<file path="config.mk">
export PLATFORM = sky130hd
export DESIGN_NAME = ddo_cordic
export DESIGN_NICKNAME = d
export VERILOG_FILES = /design/src/rtl/core/ddo_pkg.sv /design/src/rtl/core/ddo_cordic.sv
export SDC_FILE = /design/constraint.sdc
export NUM_CORES = 1
export LEC_CHECK = 0
export BUFFER_PORTS_ARGS = -buffer_cell sky130_fd_sc_hd__buf_2
export CAP_MARGIN = 10
export CORE_MARGIN = 2
export CORE_UTILIZATION = 38
export DETAILED_ROUTE_END_ITERATION = 7
export GPL_ROUTABILITY_DRIVEN = 0
export HOLD_SLACK_MARGIN = 0.02
export PLACE_DENSITY = 0.53
export SYNTH_ARGS = -nofsm -noshare
export SYNTH_HDL_FRONTEND = slang
export SYNTH_SLANG_ARGS = --single-unit
</file>
<file path="constraint.sdc">
create_clock -name clk -period 5.2 [get_ports clk]
set_input_delay 1.3 -clock clk [delete_from_list [all_inputs] [get_ports clk]]
set_output_delay 1.3 -clock clk [all_outputs]
set_load 0.02 [all_outputs]
</file>
<file path="src/rtl/core/ddo_pkg.sv">
// Package with the constants, the arctangent table and the result type for the odometry block.
`timescale 1ns / 1ps
package ddo_pkg;

  localparam int AtanEntries = 24;
  localparam int CordicStepsDefault = 16;
  localparam logic [15:0] RecipReset = 16'd13793;
  localparam logic signed [17:0] PiQ13 = 18'sd25736;
  localparam logic signed [17:0] TwoPiQ13 = 18'sd51472;
  localparam logic signed [19:0] PiQ16 = 20'sd205887;
  localparam logic signed [19:0] HalfPiQ16 = 20'sd102944;
  localparam logic signed [33:0] CordicGainQ30 = 34'sd652032874;

  // Bias of 64 turns plus pi that lifts any heading sum above zero, and 2^32 / (2*pi in
  // Q3.13) rounded down, used to estimate how many turns to take off.
  localparam logic signed [23:0] WrapBiasQ13 = 24'sd3319944;
  localparam logic [16:0] TwoPiRecipQ32 = 17'd83442;

  // Input item kinds.
  localparam logic KindSample = 1'b0;
  localparam logic KindPoseSet = 1'b1;

  // Rounded arctangent of 2^-i in Q.16.
  function automatic logic [16:0] atan_q16(input logic [4:0] idx);
    logic [16:0] r;
    case (idx)
      5'd0: r = 17'd51472;
      5'd1: r = 17'd30386;
      5'd2: r = 17'd16055;
      5'd3: r = 17'd8150;
      5'd4: r = 17'd4091;
      5'd5: r = 17'd2047;
      5'd6: r = 17'd1024;
      5'd7: r = 17'd512;
      5'd8: r = 17'd256;
      5'd9: r = 17'd128;
      5'd10: r = 17'd64;
      5'd11: r = 17'd32;
      5'd12: r = 17'd16;
      5'd13: r = 17'd8;
      5'd14: r = 17'd4;
      5'd15: r = 17'd2;
      5'd16: r = 17'd1;
      default: r = 17'd0;
    endcase
    return r;
  endfunction

  // Bring a heading into [-pi, pi); the input lies within two turns of that range.
  function automatic logic signed [15:0] wrap_heading(input logic signed [17:0] a);
    logic signed [17:0] t;
    t = a;
    if (t >= PiQ13) t = t - TwoPiQ13;
    if (t >= PiQ13) t = t - TwoPiQ13;
    if (t < -PiQ13) t = t + TwoPiQ13;
    if (t < -PiQ13) t = t + TwoPiQ13;
    return t[15:0];
  endfunction

  // Finish the reduction of a biased heading sum u, given the turn count q estimated from
  // the reciprocal product. The estimate is exact or one short, so one correction suffices.
  function automatic logic signed [15:0] reduce_heading(input logic [23:0] u,
                                                        input logic [6:0] q);
    logic [23:0] r;
    logic signed [16:0] t;
    r = u - 24'(q) * 24'(TwoPiQ13);
    if (r >= 24'(TwoPiQ13)) r = r - 24'(TwoPiQ13);
    t = 17'(r) - 17'(PiQ13);
    return t[15:0];
  endfunction

  typedef struct packed {
    logic               is_reply;
    logic signed [31:0] pose_x;
    logic signed [31:0] pose_y;
    logic signed [15:0] heading;
    logic signed [15:0] linear_speed;
    logic signed [31:0] angular_speed;
    logic               update_success;
  } ddo_result_t;

endpackage

</file>
<file path="src/rtl/core/ddo_cordic.sv">
// Iterative rotation-mode CORDIC giving cosine and sine in Q4.30, one step per cycle.
`timescale 1ns / 1ps
module ddo_cordic #(
  parameter int CORDIC_STEPS = ddo_pkg::CordicStepsDefault
) (
  input  logic                clk,
  input  logic                rst_n,
  input  logic                start,
  input  logic signed [15:0]  angle,
  output logic                done,
  output logic signed [33:0]  cos_out,
  output logic signed [33:0]  sin_out
);
  import ddo_pkg::*;

  localparam int Steps = (CORDIC_STEPS < AtanEntries) ? CORDIC_STEPS : AtanEntries;

  logic signed [33:0] x_r, x_nxt, y_r, y_nxt;
  logic signed [20:0] z_r, z_nxt;
  logic [4:0]         i_r, i_nxt;
  logic               busy_r, busy_nxt, flip_r, flip_nxt, done_r, done_nxt;
  logic signed [20:0] z0;

  // Fold the angle into [-pi/2, pi/2] and step the rotation.
  always_comb begin
    x_nxt = x_r;
    y_nxt = y_r;
    z_nxt = z_r;
    i_nxt = i_r;
    busy_nxt = busy_r;
    flip_nxt = flip_r;
    done_nxt = 1'b0;
    z0 = {{2{angle[15]}}, angle, 3'b000};
    if (start) begin
      flip_nxt = 1'b0;
      if (z0 > 21'(HalfPiQ16)) begin
        z0 = z0 - 21'(PiQ16);
        flip_nxt = 1'b1;
      end else if (z0 < -21'(HalfPiQ16)) begin
        z0 = z0 + 21'(PiQ16);
        flip_nxt = 1'b1;
      end
      x_nxt = CordicGainQ30;
      y_nxt = '0;
      z_nxt = z0;
      i_nxt = '0;
      busy_nxt = 1'b1;
    end else if (busy_r) begin
      if (!z_r[20]) begin
        x_nxt = x_r - (y_r >>> i_r);
        y_nxt = y_r + (x_r >>> i_r);
        z_nxt = z_r - 21'(atan_q16(i_r));
      end else begin
        x_nxt = x_r + (y_r >>> i_r);
        y_nxt = y_r - (x_r >>> i_r);
        z_nxt = z_r + 21'(atan_q16(i_r));
      end
      i_nxt = i_r + 5'd1;
      if (i_r == 5'(Steps - 1)) begin
        busy_nxt = 1'b0;
        done_nxt = 1'b1;
      end
    end
  end

  always_ff @(posedge clk) begin
    x_r <= x_nxt;
    y_r <= y_nxt;
    z_r <= z_nxt;
    i_r <= i_nxt;
    flip_r <= flip_nxt;
    if (!rst_n) begin
      busy_r <= 1'b0;
      done_r <= 1'b0;
    end else begin
      busy_r <= busy_nxt;
      done_r <= done_nxt;
    end
  end

  assign done = done_r;
  assign cos_out = flip_r ? -x_r : x_r;
  assign sin_out = flip_r ? -y_r : y_r;
endmodule

</file>
==> impl_results.md <==
* Max-cap viol count at 0
* Final ANT Viol Nets at 0
* Worst Skew at 0.01080 ns
* Largest cells by area after synthesis: dfxtp_1 (11%), mux4_2 (11%), ha_1 (7.7%)
* Required time worst endpoint at between 5 and 6 ns
* Die extent in x at about 210 um
* DRC Markers at 0
* Drt pass-1 iters at 8
* Worst Path Buf+Inv at 2
* Sequential Power Share at 0.092
* Hold Path Class: register to register
* # IOs at 88
* Syn Inst Count at 2,080
* Setup violators final at 13
* Worst Path Max Fanout at 6
* Setup WS post-layout at -0.3444 ns
* Ys Warns at 0
* Measured slew at the worst slew-check pin at 0.9637 ns
* CTS buffer count at 17
* WL/cell at around 20 um
* FP Rows at between 70 and 80
* Layout cell share with drive strength beyond 1 at 0.3917
* Pwr dens at roughly 720 mW/mm^2
* Design area at ~0.024 mm^2
* Crit path kind: register to register
* Synth cell types at between 90 and 100
* Root Driver: clkbuf_16
* Yosys top cell area share at 0.1083
* Crit path max-delay family: compound AO/OA/AOI/OAI gates
* Detailed-placement wirelength estimate at approximately 50,000 um
* WL final at approximately 65,000 um
* CTS sink cnt at approximately 110
* Clock latency on the worst-skew pair at roughly 0.49 ns
* Tot GR Track Use at 0.2769
* Core footprint at ~0.044 mm^2
* DR vias at roughly 19,000
* Nets at 2,772
* Clock Path Buffers at 2
* Min Tclk post-route at approximately 5.5 ns
* CP endpoint kind: register
* Crit share post-route at 1.066
* CP max-delay cell: mux4_2
* Ys async rst share at 0
* Synth area leader: dfxtp_1
* Worst hold slack at between 0.5 and 0.6 ns
* Cell Area, Synth at about 0.017 mm^2
* Violated checks: setup timing
* Die Area at 0.04598 mm^2
* Grt ovf at 0
* Area growth syn-to-layout at 41.07%
* Clk pwr share at 0.075
* Pleak at between 10 and 15 nW
* CTS tree: done
* Peak supply drop at about 0.33 mV
* # port buffers at just under 90
* Number of synthesized flops with an enable pin at 22
* CP Launch Type: register
* Initial antenna violation count at 0
* H-Tree Depth at 4
* Vias in the first global route at about 18,000
* Layout filler cell count at roughly 4,100
* Fmax at 180.4 MHz
* CP Data Arrival Time at slightly below 6 ns
* N_diodes at 0
* Sw Pwr at around 8.0 mW
* Top_reg_cell synth: dfxtp_1
* Pre-CTS worst setup slack at -0.7074 ns
* P_int at about 9.2 mW
* Crit path cell chain: buf_12, buf_4, mux4_2, mux2_2, nand2b_1, a31oi_2, nand4_4, nor3_4, nor2_2, xor2_1, ha_1, a21oi_1, o21ai_1, or3_4, o21ai_4, a211oi_4, o41ai_4, o211a_1, a31oi_2, and2_1, mux2_4, mux2_4
* Post-Syn Nets at roughly 2,200
* Net Sw Frac at 0.4667
* Drt initial violations at ~1,600
* CTS clk-pin slew, worst paths at about 0.06 ns
* Initial Utilization at 0.3830
* Critical Path Max Stage Delay at roughly 0.48 ns
* Max Slew Vio Count at 0
* Slew HR at 0.3576
* Vias/cell at 5.742
* Average cell area after synthesis at a little over 8 um^2
* RSZ-0062 raised after global routing: yes
* First-pass GRT wire length at 100,100 um
* Seq cells post-synth at 113
* Seq/Total Area, Yosys at 0.1475
* Hold Vio Cnt, Final at 0
* Combinational share of power at 0.833
* Pin count of the biggest net entering global routing at 54
* Status: complete, but fails checks
* Die H at roughly 210 um
* Dpl cell area at approximately 0.022 mm^2
==> metal layers <==
metal | wire, um | vias to the layer above | track usage
met5 | 0 | - | 0
met4 | 3506 | 0 | 0.1481
met3 | 3826 | 188 | 0.05730
met2 | 30950 | 637 | 0.4706
met1 | 26480 | 8977 | 0.3282
li1 | - | 8870 | -
==> worst min-delay path, delay by kind of cell, from the launching register on <==
kind            cells  cell delay (ns)
flops               1             0.35
simple gates        1             0.11
compound gates      1             0.05
==> worst paths after layout <==
path | startpoint | to | slack (ns) | depth (start not counted)
min | y_r[0] | y_r[0] | 0.55 | 2
min reg2reg | y_r[0] | y_r[0] | 0.55 | 2
max reg2reg | i_r[0] | y_r[33] | -0.34 | 22
max | i_r[0] | y_r[33] | -0.34 | 22
==> power groups by stage <==
stage          Sequential (mW)  Combinational [mW]  Clock, mW
2_1_floorplan             1.39                7.98          0
3_3_place_gp              1.60                12.4          0
3_5_place_dp              1.60                12.6          0
4_1_cts                   1.58                13.5       1.32
5_1_grt                   1.62                15.5       1.35
6_report                  1.59                14.3       1.29
==> synthesized netlist by cell type, drive strengths merged (22+ instances only) <==
cell / number
nor2: 202
nand2: 171
a21oi: 168
xnor2: 136
o21ai: 117
clkbuf: 106
ha: 103
dfxtp: 91
xor2: 86
mux4: 85
mux2i: 78
buf: 67
inv: 51
nor3: 51
a31oi: 32
a21o: 31
nand2b: 30
a211oi: 29
and2: 28
mux2: 27
nand3: 25
and3: 22
edfxtp: 22
o31ai: 22
==> layout by cell type, fill, tap and decap left out, types with 15 or more instances in the layout <==
cell type and n:
a211oi_1 18, a21o_1 31, a21oi_1 143, a21oi_2 23, a31oi_1 26, and2_1 25
and3_1 18, buf_2 86, buf_4 594, buf_6 19, clkbuf_16 19, dfxtp_1 85
edfxtp_1 22, ha_1 100, inv_1 49, mux2_2 23, mux2i_1 64, mux4_2 81
nand2_1 165, nand2b_1 29, nand3_1 19, nor2_1 193, nor2b_1 18, nor3_1 38
o21ai_0 91, o21ai_1 18, o22ai_1 17, o31ai_1 17, or3_1 15, xnor2_1 134
xor2_1 86
==> per-stage QoR <==
| step | std cells | util | setup TNS [ns] | power, mW |
|---|---|---|---|---|
| finish | 3252 | 0.5404 | -1.954 | 17.21 |
| global route | 3252 | 0.5404 | -7.631 | 18.47 |
| CTS | 3230 | 0.5287 | -1.103 | 16.42 |
| detailed placement | 3144 | 0.4902 | -8.937 | 14.22 |
| global placement | 3144 | 0.4902 | -7.185 | 14.03 |
| floorplan | 2080 | - | -0.01071 | 9.374 |
==> cells by family after synthesis <==
logic type | Yosys count | synth area share
AOI/OAI and AO/OA | 595 | 0.2321
xor gates and xnor gates | 222 | 0.1155
adders and majority gates | 106 | 0.08016
buffers and inverters | 225 | 0.06506
DFF | 113 | 0.1475
muxes | 190 | 0.1800
and+or+nand+nor | 629 | 0.1796
==> area by class of cell <==
class	instances	area [um^2]	share of cell area
Clock buffer	18	439.2	0.01850
Clock inverter	14	177.7	0.007484
Inverter	52	195.2	0.008222
Multi-Input combinational cell	1742	14090	0.5935
Sequential cell	113	2497	0.1052
Tap cell	592	740.7	0.03120
Timing Repair Buffer	721	5599	0.2359
==> repair_timing <==
item,4_1_cts,5_1_grt
gates cloned,3,2
hold buffers,0,0
endpoints found under the setup margin,30,33
hold endpoints to repair,0,0
gates resized for setup,132,75
setup buffers,52,23
pin swaps,63,80
Note: power is estimated with default switching activity, not from simulation.
